[config.mk]
export PLATFORM = sky130hd
export DESIGN_NAME = moving_average_window_flat
export DESIGN_NICKNAME = d
export VERILOG_FILES = /design/src/rtl/core/mavg_pkg.sv /design/src/rtl/core/mavg_ifs.sv /design/src/rtl/core/mavg_seq.sv /design/src/rtl/core/mavg_ring.sv /design/src/rtl/core/mavg_div.sv /design/src/rtl/core/moving_average_window.sv /design/src/flat_wrapper.sv
export VERILOG_INCLUDE_DIRS = /design/src /design/src/rtl/core
export SDC_FILE = /design/constraint.sdc
export NUM_CORES = 1
export LEC_CHECK = 0
export CORE_UTILIZATION = 50
export DETAILED_ROUTE_END_ITERATION = 8
export DONT_BUFFER_PORTS = 1
export GPL_TIMING_DRIVEN = 0
export SYNTH_ARGS = -nofsm -noshare
export SYNTH_HDL_FRONTEND = slang
export SYNTH_SLANG_ARGS = --single-unit
export TNS_END_PERCENT = 5
[constraint.sdc]
create_clock -name clk -period 10.7 [get_ports clk]
set_input_delay 1.605 -clock clk [delete_from_list [all_inputs] [get_ports clk]]
set_output_delay 1.605 -clock clk [all_outputs]
set_load 0.02 [all_outputs]
[src/rtl/core/moving_average_window_assert.svh]
// assertion macros for the moving average block
`ifndef MOVING_AVERAGE_WINDOW_ASSERT_SVH
`define MOVING_AVERAGE_WINDOW_ASSERT_SVH

// same-cycle implication
`define MAVG_ASSERT_NOW(name, ante, cons, msg) \
  name: assert property (@(posedge clk) disable iff (!rst_n) (ante) |-> (cons)) \
    else $error(msg);

// next-cycle implication
`define MAVG_ASSERT_NXT(name, ante, cons, msg) \
  name: assert property (@(posedge clk) disable iff (!rst_n) (ante) |=> (cons)) \
    else $error(msg);

`endif

[src/rtl/core/mavg_pkg.sv]
// types, constants and microcode table of the moving average block
package mavg_pkg;

  localparam int SAMPLE_BITS  = 16;
  localparam int WINDOW_MAX   = 64;
  localparam int WIN_BITS     = 7;
  localparam int POS_BITS     = 6;
  localparam int SUM_BITS     = 23;
  localparam int MAG_BITS     = 22;
  localparam int DIV_CNT_BITS = 5;

  typedef logic [2:0] step_t;

  localparam step_t STEP_WAIT     = 3'd0;
  localparam step_t STEP_CHECK    = 3'd1;
  localparam step_t STEP_UPDATE   = 3'd2;
  localparam step_t STEP_DIV_INIT = 3'd3;
  localparam step_t STEP_DIV_LOOP = 3'd4;
  localparam step_t STEP_EMIT     = 3'd5;
  localparam step_t STEP_RETURN   = 3'd6;

  typedef enum logic [2:0] {
    COND_NONE,
    COND_ALWAYS,
    COND_NO_INPUT,
    COND_WIN_ZERO,
    COND_DIV_MORE,
    COND_OUT_BUSY
  } cond_t;

  typedef struct packed {
    logic  accept;
    logic  rd_ring;
    logic  update;
    logic  div_init;
    logic  div_step;
    logic  emit;
    cond_t cond;
    step_t target;
  } ctrl_t;

  typedef struct packed {
    logic in_valid;
    logic win_zero;
    logic div_more;
    logic out_busy;
  } status_t;

  function automatic ctrl_t ucode(input step_t step);
    ctrl_t w;
    w = '{accept: 1'b0, rd_ring: 1'b0, update: 1'b0, div_init: 1'b0,
          div_step: 1'b0, emit: 1'b0, cond: COND_NONE, target: STEP_WAIT};
    case (step)
      STEP_WAIT: begin
        w.accept  = 1'b1;
        w.rd_ring = 1'b1;
        w.cond    = COND_NO_INPUT;
        w.target  = STEP_WAIT;
      end
      STEP_CHECK: begin
        w.cond   = COND_WIN_ZERO;
        w.target = STEP_EMIT;
      end
      STEP_UPDATE: begin
        w.update = 1'b1;
      end
      STEP_DIV_INIT: begin
        w.div_init = 1'b1;
      end
      STEP_DIV_LOOP: begin
        w.div_step = 1'b1;
        w.cond     = COND_DIV_MORE;
        w.target   = STEP_DIV_LOOP;
      end
      STEP_EMIT: begin
        w.emit   = 1'b1;
        w.cond   = COND_OUT_BUSY;
        w.target = STEP_EMIT;
      end
      default: begin
        w.cond   = COND_ALWAYS;
        w.target = STEP_WAIT;
      end
    endcase
    return w;
  endfunction

endpackage

[src/rtl/core/mavg_ifs.sv]
// valid/ready stream interfaces for samples and averages
interface mavg_in_if;
  logic                                   valid;
  logic                                   ready;
  logic signed [mavg_pkg::SAMPLE_BITS-1:0] sample;

  modport source(output valid, output sample, input ready);
  modport sink(input valid, input sample, output ready);
endinterface

interface mavg_out_if;
  logic                                   valid;
  logic                                   ready;
  logic signed [mavg_pkg::SAMPLE_BITS-1:0] average;
  logic        [mavg_pkg::WIN_BITS-1:0]    fill_count;

  modport source(output valid, output average, output fill_count, input ready);
  modport sink(input valid, input average, input fill_count, output ready);
endinterface

[src/rtl/core/mavg_seq.sv]
// microcode sequencer: step counter, control table and conditional jumps
module mavg_seq (
  input  logic              clk,
  input  logic              rst_n,
  input  mavg_pkg::status_t status,
  output mavg_pkg::ctrl_t   ctrl
);

  mavg_pkg::step_t upc_r;
  mavg_pkg::step_t upc_nxt;
  logic            take_jump;

  assign ctrl = mavg_pkg::ucode(upc_r);

  always_comb begin
    case (ctrl.cond)
      mavg_pkg::COND_NONE:     take_jump = 1'b0;
      mavg_pkg::COND_ALWAYS:   take_jump = 1'b1;
      mavg_pkg::COND_NO_INPUT: take_jump = !status.in_valid;
      mavg_pkg::COND_WIN_ZERO: take_jump = status.win_zero;
      mavg_pkg::COND_DIV_MORE: take_jump = status.div_more;
      mavg_pkg::COND_OUT_BUSY: take_jump = status.out_busy;
      default:                 take_jump = 1'b0;
    endcase
    upc_nxt = take_jump ? ctrl.target : mavg_pkg::step_t'(upc_r + 3'd1);
  end

  always_ff @(posedge clk) begin
    if (!rst_n) begin
      upc_r <= mavg_pkg::STEP_WAIT;
    end else begin
      upc_r <= upc_nxt;
    end
  end

endmodule

[src/rtl/core/mavg_ring.sv]
// sample ring store, one write and one registered read port
module mavg_ring (
  input  logic                                   clk,
  input  logic                                   we,
  input  logic [mavg_pkg::POS_BITS-1:0]           waddr,
  input  logic [mavg_pkg::SAMPLE_BITS-1:0]        wdata,
  input  logic                                   re,
  input  logic [mavg_pkg::POS_BITS-1:0]           raddr,
  output logic [mavg_pkg::SAMPLE_BITS-1:0]        rdata
);

  logic [mavg_pkg::SAMPLE_BITS-1:0] mem [mavg_pkg::WINDOW_MAX];

  always_ff @(posedge clk) begin
    if (we) begin
      mem[waddr] <= wdata;
    end
    if (re) begin
      rdata <= mem[raddr];
    end
  end

endmodule

[src/rtl/core/mavg_div.sv]
// restoring divider, one quotient bit per step
module mavg_div (
  input  logic                              clk,
  input  logic                              rst_n,
  input  logic                              init,
  input  logic                              step,
  input  logic [mavg_pkg::MAG_BITS-1:0]     dividend,
  input  logic [mavg_pkg::WIN_BITS-1:0]     divisor,
  output logic [mavg_pkg::MAG_BITS-1:0]     quotient,
  output logic                              more
);

  logic [mavg_pkg::MAG_BITS-1:0]     quo_r;
  logic [mavg_pkg::WIN_BITS-1:0]     rem_r;
  logic [mavg_pkg::WIN_BITS-1:0]     dvs_r;
  logic [mavg_pkg::DIV_CNT_BITS-1:0] cnt_r;
  logic [mavg_pkg::WIN_BITS:0]       shifted;
  logic [mavg_pkg::WIN_BITS:0]       diff;
  logic                              fits;

  always_comb begin
    shifted = {rem_r, quo_r[mavg_pkg::MAG_BITS-1]};
    diff    = shifted - {1'b0, dvs_r};
    fits    = shifted >= {1'b0, dvs_r};
  end

  assign quotient = quo_r;
  assign more     = cnt_r != mavg_pkg::DIV_CNT_BITS'(1);

  always_ff @(posedge clk) begin
    if (!rst_n) begin
      cnt_r <= '0;
    end else if (init) begin
      cnt_r <= mavg_pkg::DIV_CNT_BITS'(mavg_pkg::MAG_BITS);
    end else if (step) begin
      cnt_r <= cnt_r - 1'b1;
    end
  end

  always_ff @(posedge clk) begin
    if (init) begin
      quo_r <= dividend;
      rem_r <= '0;
      dvs_r <= divisor;
    end else if (step) begin
      quo_r <= {quo_r[mavg_pkg::MAG_BITS-2:0], fits};
      rem_r <= fits ? diff[mavg_pkg::WIN_BITS-1:0] : shifted[mavg_pkg::WIN_BITS-1:0];
    end
  end

endmodule

[src/rtl/core/moving_average_window.sv]
// Simple moving average over the last window_length samples (capped at 64).
// Each accepted sample yields one result: the running sum divided by the
// number of samples held, truncated toward zero, plus that count. After the
// sample's transfer the sequencer steps through a window check, the ring
// write and sum update, the divider load, one step of the bit-serial divider
// per bit of the 22-bit sum magnitude by the fill count, and the output load.
// A return step then brings the sequencer back to idle, and only there is a
// new sample accepted. With window 0 the check goes straight to the output
// load. The next sample is accepted while a result still waits in the output
// register; its own result then holds the sequencer until the first is taken.
// Window 0 ignores samples and reports 0 with a count of 0. Any write of
// cfg_wdata empties the window; write it only while the block is idle.
`include "moving_average_window_assert.svh"

module moving_average_window (
  input  logic                             clk,
  input  logic                             rst_n,
  input  logic                             cfg_we,
  input  logic [mavg_pkg::WIN_BITS-1:0]    cfg_wdata,
  mavg_in_if.sink                          in_chan,
  mavg_out_if.source                       out_chan
);

  mavg_pkg::ctrl_t   ctrl;
  mavg_pkg::status_t status;

  logic        [mavg_pkg::WIN_BITS-1:0]    wl_r;
  logic        [mavg_pkg::POS_BITS-1:0]    pos_r;
  logic        [mavg_pkg::WIN_BITS-1:0]    held_r;
  logic signed [mavg_pkg::SUM_BITS-1:0]    sum_r;
  logic        [mavg_pkg::SAMPLE_BITS-1:0] sample_r;
  logic                                    neg_r;
  logic                                    out_valid_r;
  logic        [mavg_pkg::SAMPLE_BITS-1:0] avg_r;
  logic        [mavg_pkg::WIN_BITS-1:0]    fill_r;

  logic        [mavg_pkg::POS_BITS-1:0]    pos_nxt;
  logic        [mavg_pkg::WIN_BITS-1:0]    held_nxt;
  logic signed [mavg_pkg::SUM_BITS-1:0]    sum_nxt;
  logic                                    out_valid_nxt;
  logic        [mavg_pkg::SAMPLE_BITS-1:0] avg_nxt;

  logic [mavg_pkg::WIN_BITS-1:0]    win_n;
  logic [mavg_pkg::POS_BITS-1:0]    pos_eff;
  logic [mavg_pkg::WIN_BITS-1:0]    pos_inc;
  logic                             full;
  logic [mavg_pkg::SAMPLE_BITS-1:0] old_sample;
  logic [mavg_pkg::SUM_BITS-1:0]    old_ext;
  logic [mavg_pkg::SUM_BITS-1:0]    new_ext;
  logic [mavg_pkg::SUM_BITS-1:0]    sum_abs;
  logic [mavg_pkg::MAG_BITS-1:0]    quotient;
  logic [mavg_pkg::SAMPLE_BITS-1:0] quo_low;
  logic                             div_more;
  logic                             in_xfer;
  logic                             out_busy;
  logic                             emit_fire;

  // effective window and write slot
  always_comb begin
    win_n   = (wl_r > mavg_pkg::WIN_BITS'(mavg_pkg::WINDOW_MAX))
              ? mavg_pkg::WIN_BITS'(mavg_pkg::WINDOW_MAX) : wl_r;
    pos_eff = ({1'b0, pos_r} >= win_n) ? '0 : pos_r;
    pos_inc = {1'b0, pos_eff} + 1'b1;
    full    = held_r >= win_n;
  end

  assign in_xfer   = in_chan.valid && ctrl.accept;
  assign out_busy  = out_valid_r && !out_chan.ready;
  assign emit_fire = ctrl.emit && !out_busy;

  assign status = '{in_valid: in_chan.valid, win_zero: win_n == '0,
                    div_more: div_more, out_busy: out_busy};

  mavg_seq u_seq (
    .clk    (clk),
    .rst_n  (rst_n),
    .status (status),
    .ctrl   (ctrl)
  );

  mavg_ring u_ring (
    .clk   (clk),
    .we    (ctrl.update),
    .waddr (pos_eff),
    .wdata (sample_r),
    .re    (ctrl.rd_ring),
    .raddr (pos_eff),
    .rdata (old_sample)
  );

  always_comb begin
    sum_abs = sum_r[mavg_pkg::SUM_BITS-1] ? (~sum_r + 1'b1) : sum_r;
  end

  mavg_div u_div (
    .clk      (clk),
    .rst_n    (rst_n),
    .init     (ctrl.div_init),
    .step     (ctrl.div_step),
    .dividend (sum_abs[mavg_pkg::MAG_BITS-1:0]),
    .divisor  (held_r),
    .quotient (quotient),
    .more     (div_more)
  );

  // window update: add new sample, drop displaced one once full
  always_comb begin
    new_ext  = {{(mavg_pkg::SUM_BITS-mavg_pkg::SAMPLE_BITS){sample_r[mavg_pkg::SAMPLE_BITS-1]}},
                sample_r};
    old_ext  = full
               ? {{(mavg_pkg::SUM_BITS-mavg_pkg::SAMPLE_BITS){old_sample[mavg_pkg::SAMPLE_BITS-1]}},
                  old_sample}
               : '0;
    sum_nxt  = sum_r + $signed(new_ext) - $signed(old_ext);
    pos_nxt  = (pos_inc >= win_n) ? '0 : pos_inc[mavg_pkg::POS_BITS-1:0];
    held_nxt = full ? held_r : held_r + 1'b1;
  end

  always_comb begin
    quo_low = quotient[mavg_pkg::SAMPLE_BITS-1:0];
    if (win_n == '0) begin
      avg_nxt = '0;
    end else begin
      avg_nxt = neg_r ? (~quo_low + 1'b1) : quo_low;
    end
    if (emit_fire) begin
      out_valid_nxt = 1'b1;
    end else if (out_chan.ready) begin
      out_valid_nxt = 1'b0;
    end else begin
      out_valid_nxt = out_valid_r;
    end
  end

  assign in_chan.ready       = ctrl.accept;
  assign out_chan.valid      = out_valid_r;
  assign out_chan.average    = avg_r;
  assign out_chan.fill_count = fill_r;

  always_ff @(posedge clk) begin
    if (!rst_n) begin
      wl_r        <= '0;
      pos_r       <= '0;
      held_r      <= '0;
      sum_r       <= '0;
      out_valid_r <= 1'b0;
    end else begin
      out_valid_r <= out_valid_nxt;
      if (cfg_we) begin
        wl_r   <= cfg_wdata;
        pos_r  <= '0;
        held_r <= '0;
        sum_r  <= '0;
      end else if (ctrl.update) begin
        pos_r  <= pos_nxt;
        held_r <= held_nxt;
        sum_r  <= sum_nxt;
      end
    end
  end

  always_ff @(posedge clk) begin
    if (in_xfer) begin
      sample_r <= in_chan.sample;
    end
    if (ctrl.div_init) begin
      neg_r <= sum_r[mavg_pkg::SUM_BITS-1];
    end
    if (emit_fire) begin
      avg_r  <= avg_nxt;
      fill_r <= held_r;
    end
  end

  `MAVG_ASSERT_NOW(a_held_in_window, 1'b1, held_r <= win_n,
                   "fill count exceeds window")
  `MAVG_ASSERT_NOW(a_pos_in_window, 1'b1, (win_n == '0) || ({1'b0, pos_r} < win_n),
                   "write position outside window")
  `MAVG_ASSERT_NOW(a_divisor_nonzero, ctrl.div_init, held_r != '0,
                   "divide started with empty window")
  `MAVG_ASSERT_NXT(a_emit_loads_output, emit_fire, out_valid_r && (fill_r == $past(held_r)),
                   "result not loaded into output register")

endmodule
[src/flat_wrapper.sv]
// flat-port wrapper written by rule: the top's interface ports become plain ports
module moving_average_window_flat 
  (clk, rst_n, cfg_we, cfg_wdata, in_chan_valid, in_chan_sample, in_chan_ready, out_chan_valid, out_chan_average, out_chan_fill_count, out_chan_ready);
  mavg_in_if in_chan_i ();
  mavg_out_if out_chan_i ();
  input  logic clk;
  input  logic rst_n;
  input  logic cfg_we;
  input  logic [mavg_pkg::WIN_BITS-1:0] cfg_wdata;
  input wire logic [$bits(in_chan_i.valid)-1:0] in_chan_valid;
  input wire logic [$bits(in_chan_i.sample)-1:0] in_chan_sample;
  output wire logic [$bits(in_chan_i.ready)-1:0] in_chan_ready;
  output wire logic [$bits(out_chan_i.valid)-1:0] out_chan_valid;
  output wire logic [$bits(out_chan_i.average)-1:0] out_chan_average;
  output wire logic [$bits(out_chan_i.fill_count)-1:0] out_chan_fill_count;
  input wire logic [$bits(out_chan_i.ready)-1:0] out_chan_ready;
  assign in_chan_i.valid = in_chan_valid;
  assign in_chan_i.sample = in_chan_sample;
  assign in_chan_ready = in_chan_i.ready;
  assign out_chan_valid = out_chan_i.valid;
  assign out_chan_average = out_chan_i.average;
  assign out_chan_fill_count = out_chan_i.fill_count;
  assign out_chan_i.ready = out_chan_ready;
  moving_average_window u_core (.clk(clk), .rst_n(rst_n), .cfg_we(cfg_we), .cfg_wdata(cfg_wdata), .in_chan(in_chan_i), .out_chan(out_chan_i));
endmodule
==> results.yml, run 1 <==
run_status:
  status: "finished, violations left"
  violations: "DRC"
routing:
  first_iter_violations: 4731
  vias: 30410
  avgViaCountPerCell: 6.441
  drcViolationCount: 6
  ant_nets: 0
  first_pass_iters: 9
  wl_um: 160100
  routedWlPerCell_um: 33.92
global_routing:
  grt_pass1_vias: 28786
  grt_overflow: 0
  grt_usage: 0.3337
  grt_pass1_wl_um: 220200
  antenna_found_initial: 8
  grt_max_degree: 31
synth:
  syn_area_mm2: 0.04755
  ys_seq_area_frac: 0.7253
  synth_ff_type: "edfxtp_1"
  synth_compound_area_frac: 0.1037
  synth_top_family_by_area: "compound AO/OA/AOI/OAI gates"
  syn-num-nets: 3248
  yosysUniqueCellTypes: 81
  synth_xor_area_frac: 0.01050
  async_flop_share: 0
  synthCells: 3134
  ys_warn_count: 0
  synthMuxAreaShare: 0.05424
  synth-simple-area-share: 0.05768
  synth-seq-cells: 1168
  synthAdderAreaFrac: 0.02626
  synth-edff-count: 1109
  avgSynthCellArea_um2: 15.17
finish:
  nNetsFinal: 3480
  syn_to_final_growth_pct: 16.01
  final_common_cell: "edfxtp_1"
  post-route-util: 0.5884
  final_cell_mix: "edfxtp_1 (1109), nand2_1 (214), mux2i_1 (198)"
  drive_above_1_share: 0.1269
setup_path:
  start_kind: "flip-flop"
  r2r_cells: 13
  critPathKind: "flip-flop to flip-flop"
  worstPathMaxFanout: 10
  cp.required_ns: 11.12
  arrival_ns: 7.85
  endpoint_kind: "flip-flop"
sta:
  max_slew_margin: 0.008900
  holdWs_ns: 0.4558
  tns_ns: 0
  finalSetupViolations: 0
  hold_viol_final: 0
  rsz0062_at_grt: "false"
  min_period_ns: 7.434
  worst_pin_slew_ns: 1.487
  max_freq_mhz: 134.5
  fin_skew_ns: 0.03030
  drv_slew: 0
  timing.final.crit_share: 0.6947
clock_network:
  cts.htree.levels: 3
  cts_root_buf: "clkbuf_16"
  post_cts_buffers: 0
  clkLatencyLatePin_ns: 0.73
  tritoncts: "built"
  cts_resized: 0
  clockBufferDepth: 3
  clock_sinks: 1168
  clk_pin_slew_ns: 0.06
  numCtsBuffers: 116
  ctsHoldBuffers: 0
pwr:
  power.leakage_nw: 18.12
  p_per_area_mw_per_mm2: 205.6
  vdd_drop_max_v: 0.0001511
floorplan:
  die-area_mm2: 0.09633
  core_region_area_mm2: 0.09375
  start_util: 0.5072
  num_rows: 112
  fp.dieW_um: 310.4
  fp.dieH_um: 310.4
  io_pins: 53
placed_design:
  gp_congestion: 0.9935
  io_buffer_count: 0
  place_hpwl_um: 114800
min_path:
  hold_path_class: "flip-flop to flip-flop"
  holdPathStages: 2
run:
  cap_violations: 0
==> worst paths after layout <==
path / from / to / slack, ns
worst min register to register: u_core.u_div.rem_r[6] / u_core.u_div.rem_r[6] / 0.46
worst min-delay path: u_core.u_div.rem_r[6] / u_core.u_div.rem_r[6] / 0.46
worst max register to register: u_core.pos_r[0] / u_core.u_ring.mem[29][15] / 3.27
worst max-delay path: u_core.pos_r[0] / u_core.u_ring.mem[29][15] / 3.27
==> cells by family (layout without fill, tap and decap cells) <==
kind of cell / Yosys count / in the layout
adder cells (fa/ha/maj): 86 / 86
other: 0 / 1
XOR/XNOR: 57 / 57
buffers and inverters: 272 / 604
AO/OA/AOI/OAI: 700 / 700
AND/OR/NAND/NOR: 603 / 603
flip-flops: 1168 / 1168
multiplexers: 248 / 248
==> where the power goes <==
part           total (mW)  switching, mW  internal, mW  leakage [nW]
clock                3.93           1.76          2.17          1.79
sequential           5.56          0.172          5.39          10.5
combinational        1.85           1.17         0.679          5.86
==> flip-flops by register name (all words and copies together) (netlist names), 16 cells and up <==
signal / flops
u_core.u_ring.mem: 1024
u_core.u_div.quotient: 22
u_core.sample_r: 16
u_core.u_ring.rdata: 16
u_core.out_chan.average: 16
u_core.sum_r: 23
==> per-stage QoR <==
stage	worst slack, ns	cells	area [µm²]	power, mW
floorplan	5.334	3134	47550	6.684
global placement	2.695	4388	49110	7.245
detailed placement	3.585	4501	51510	7.474
CTS	3.516	4719	55150	11.34
global route	3.025	4720	55160	11.69
finish	3.266	4721	55160	11.34
==> layer usage <==
metal / global-route usage / up-vias / part of all wire
li1: - / 12751 / -
met1: 0.4512 / 15267 / 0.38
met2: 0.5114 / 1996 / 0.45
met3: 0.07581 / 384 / 0.11
met4: 0.1626 / 12 / 0.056
met5: 0 / - / 0.00047
==> critical path, cell delays in order (launching register included) <==
cell	delay (ns)
dfxtp_1	0.29
buf_2	0.22
inv_1	0.21
clkbuf_1	0.63
ha_1	0.36
nor2b_1	0.16
o21ai_1	0.34
a211oi_2	0.74
buf_6	0.26
clkbuf_1	0.77
buf_1	0.83
nand3_1	1.03
nor2_2	1.00
buf_8	0.25
==> cell usage after synthesis, types with 19 or more instances <==
cell type / instances / share of area
edfxtp_1: 1109 / 0.70
nand2_1: 214 / 0.017
mux2i_1: 198 / 0.042
nor2_1: 188 / 0.015
a21oi_1: 173 / 0.018
a22oi_1: 120 / 0.019
clkbuf_1: 118 / 0.0093
inv_1: 106 / 0.0084
o21ai_0: 65 / 0.0068
ha_1: 63 / 0.017
dfxtp_1: 59 / 0.025
a222oi_1: 53 / 0.011
mux2_2: 47 / 0.011
nor2b_1: 44 / 0.0058
a31oi_1: 43 / 0.0057
xnor2_1: 41 / 0.0076
o22ai_1: 40 / 0.0053
nand3_1: 35 / 0.0037
a221oi_1: 27 / 0.0050
nor4_1: 26 / 0.0034
buf_1: 23 / 0.0018
fa_1: 23 / 0.0097
buf_2: 21 / 0.0022
nor3_1: 21 / 0.0022
a211oi_1: 19 / 0.0030
a21o_1: 19 / 0.0030
nand4_1: 19 / 0.0025
==> area by class of cell <==
type	instances	area, µm²
Tap cell	1254	1569
Inverter	107	401.6
Antenna cell	1	2.502
Multi-Input combinational cell	1694	12210
Buffer	165	664.4
Sequential cell	1168	34480
Clock inverter	76	639.4
Clock buffer	142	3000
Timing Repair Buffer	114	2193
Fill cell	7199	38590
Power figures use the tool's default switching activity.
==> run 2, diff against run 1 <==
--- a/config.mk
+++ b/config.mk
@@ -10,6 +10,7 @@
 export DETAILED_ROUTE_END_ITERATION = 8
 export DONT_BUFFER_PORTS = 1
 export GPL_TIMING_DRIVEN = 0
+export PLACE_DENSITY = 0.68
 export SYNTH_ARGS = -nofsm -noshare
 export SYNTH_HDL_FRONTEND = slang
 export SYNTH_SLANG_ARGS = --single-unit
==> constraint.sdc (replaced) <==
create_clock -name clk -period 6.44 [get_ports clk]
set_input_delay 0.966 -clock clk [delete_from_list [all_inputs] [get_ports clk]]
set_output_delay 0.966 -clock clk [all_outputs]
set_load 0.02 [all_outputs]
==> results.yml, run 2 (synthesis results as in run 1) <==
finish:
  finalNonFillerCells: 4715
  nNetsFinal: 3473
  post-route-util: 0.5931
  top_register: "u_core.u_ring.mem"
  fillers: 7000
  final_cell_mix: "edfxtp_1 (1109), nand2_1 (214), mux2i_1 (198)"
  drive_above_1_share: 0.1306
  syn_to_final_growth_pct: 16.95
  final_common_cell: "edfxtp_1"
  fin_area_mm2: 0.05560
  largest_register_ffs: 1024
setup_path:
  r2r_start: "u_core.pos_r[0]"
  r2r_cells: 13
  critPathKind: "flip-flop to flip-flop"
  arrival_ns: 6.98
  cp.required_ns: 6.89
  endpoint_kind: "flip-flop"
  start_kind: "flip-flop"
  critPathLaunch: "u_core.pos_r[0]"
  r2r_end: "u_core.u_ring.mem[61][1]"
  worstPathMaxFanout: 10
  rrSetupSlack_ns: -0.09
  cpPeakStageDelay_ns: 0.79
  cp_slowest_cell: "buf_1"
  crit_chain: "buf_2 -> inv_1 -> clkbuf_1 -> ha_1 -> nor2b_1 -> o21ai_1 -> a211oi_4 -> buf_8 -> clkbuf_1 -> buf_1 -> nand3_2 -> nor2_2 -> buf_8"
pwr:
  vdd_drop_max_v: 0.0002513
  finalPower_mw: 19.53
  power.leakage_nw: 18.29
  switchingPower_mw: 5.210
  p_per_area_mw_per_mm2: 351.3
  intPower_mw: 14.32
  power_frac_clock: 0.368
  switching_share: 0.2668
  combPwrFrac: 0.160
  seqPwrFrac: 0.472
clock_network:
  cts_root_buf: "clkbuf_16"
  clkLatencyLatePin_ns: 0.74
  clockBufferDepth: 3
  numCtsBuffers: 118
  clk_pin_slew_ns: 0.06
  ctsHoldBuffers: 0
  cts.htree.levels: 3
  tritoncts: "built"
  clock_sinks: 1168
global_routing:
  grt_pass1_vias: 29642
  grt_overflow: 0
  grt_pass1_wl_um: 218200
  grt_usage: 0.3275
  grt_max_degree: 30
  antenna_found_initial: 11
sta:
  max_slew_margin: -0.009764
  max_freq_mhz: 153.1
  drv_slew: 11
  timing.final.crit_share: 1.014
  rsz0062_at_grt: "true"
  worst_slack_ns: -0.08991
  holdWs_ns: 0.3337
  hold_viol_final: 0
  min_period_ns: 6.530
  tns_ns: -2.705
  finalSetupViolations: 55
  worst_pin_slew_ns: 1.515
  fin_skew_ns: 0.05148
placed_design:
  gp_congestion: 1.012
  preCtsSetupSlack_ns: -0.6078
  place_hpwl_um: 111000
  io_buffer_count: 0
  dpl_cell_area_mm2: 0.05144
  dp.cells: 4492
run:
  cap_violations: 1
floorplan:
  die-area_mm2: 0.09633
  fp.dieW_um: 310.4
  io_pins: 53
  num_rows: 112
  fp.dieH_um: 310.4
  start_util: 0.5072
  core_region_area_mm2: 0.09375
routing:
  drcViolationCount: 0
  first_pass_iters: 7
  wl_um: 156300
  avgViaCountPerCell: 6.503
  vias: 30660
  first_iter_violations: 4862
  routedWlPerCell_um: 33.16
  ant_nets: 0
min_path:
  min_from: "in_chan_sample[6]"
  hold_path_class: "input pin to flip-flop"
  whs_endpoint: "u_core.sample_r[6]"
  holdPathStages: 0
run_status:
  status: "finished, violations left"
  violations: "capacitance limit, slew limit, setup timing"
[run 2: changes by cell type in the layout (fill, tap and decap cells not counted), moves of 6 or more]
cell       change
clkbuf_1       -9
nor2_2         -9
clkinv_2       -8
buf_16         +7
bufinv_16     +13
buf_8         -16
nor2_4         +6
[run 2: how the worst max path moves through the flow]
stage,depth (start not counted),endpoint
after floorplan,24,u_core.sum_r[22]
after global placement,11,u_core.u_ring.mem[29][5]
after detailed placement,24,u_core.sum_r[22]
after CTS,24,u_core.sum_r[22]
after global routing,13,u_core.u_ring.mem[61][11]
final,13,u_core.u_ring.mem[61][1]
[run 2: worst max-delay path: cells and delay by family (launching register included)]
family	cells	cell delay (ns)
simple gates	3	1.64
compound gates	2	1.04
fa+ha+maj	1	0.35
buf+inv	7	2.93
flops	1	0.30
[run 2: layer usage]
metal  track usage  vias to the layer above  part of all wire
met5             0                        -           0.00031
met2        0.4957                     2248              0.45
met3       0.09665                      461              0.13
li1              -                    12729                 -
met4        0.1925                        8             0.066
met1        0.4197                    15214              0.35
[run 2: repair_timing]
item,4_1_cts,5_1_grt
resized for setup,8,10
setup buffers,0,1
gates cloned,0,0
pin swaps,1,1
setup endpoints to repair,121,53
[run 2: cell type report]
cell class | count | area (µm²) | share of cell area
inverters | 107 | 402.9 | 0.007246
diodes | 1 | 2.502 | 0.00004500
repair buffers | 105 | 2133 | 0.03837
multi-input cells | 1694 | 12260 | 0.2205
clock buffers | 137 | 3067 | 0.05515
well taps | 1254 | 1569 | 0.02822
flip-flops and latches | 1168 | 34480 | 0.6202
clock inverters | 84 | 1017 | 0.01829
plain buffers | 165 | 665.6 | 0.01197
[run 2: power groups by stage]
stage / registers, mW / logic (mW) / clock network, mW
after detailed placement: 9.37 / 3.05 / 0
after global placement: 9.78 / 2.22 / 0
final: 9.21 / 3.13 / 7.19
after global routing: 9.24 / 3.38 / 7.49
after floorplan: 9.43 / 1.67 / 0
after CTS: 9.21 / 3.07 / 7.20
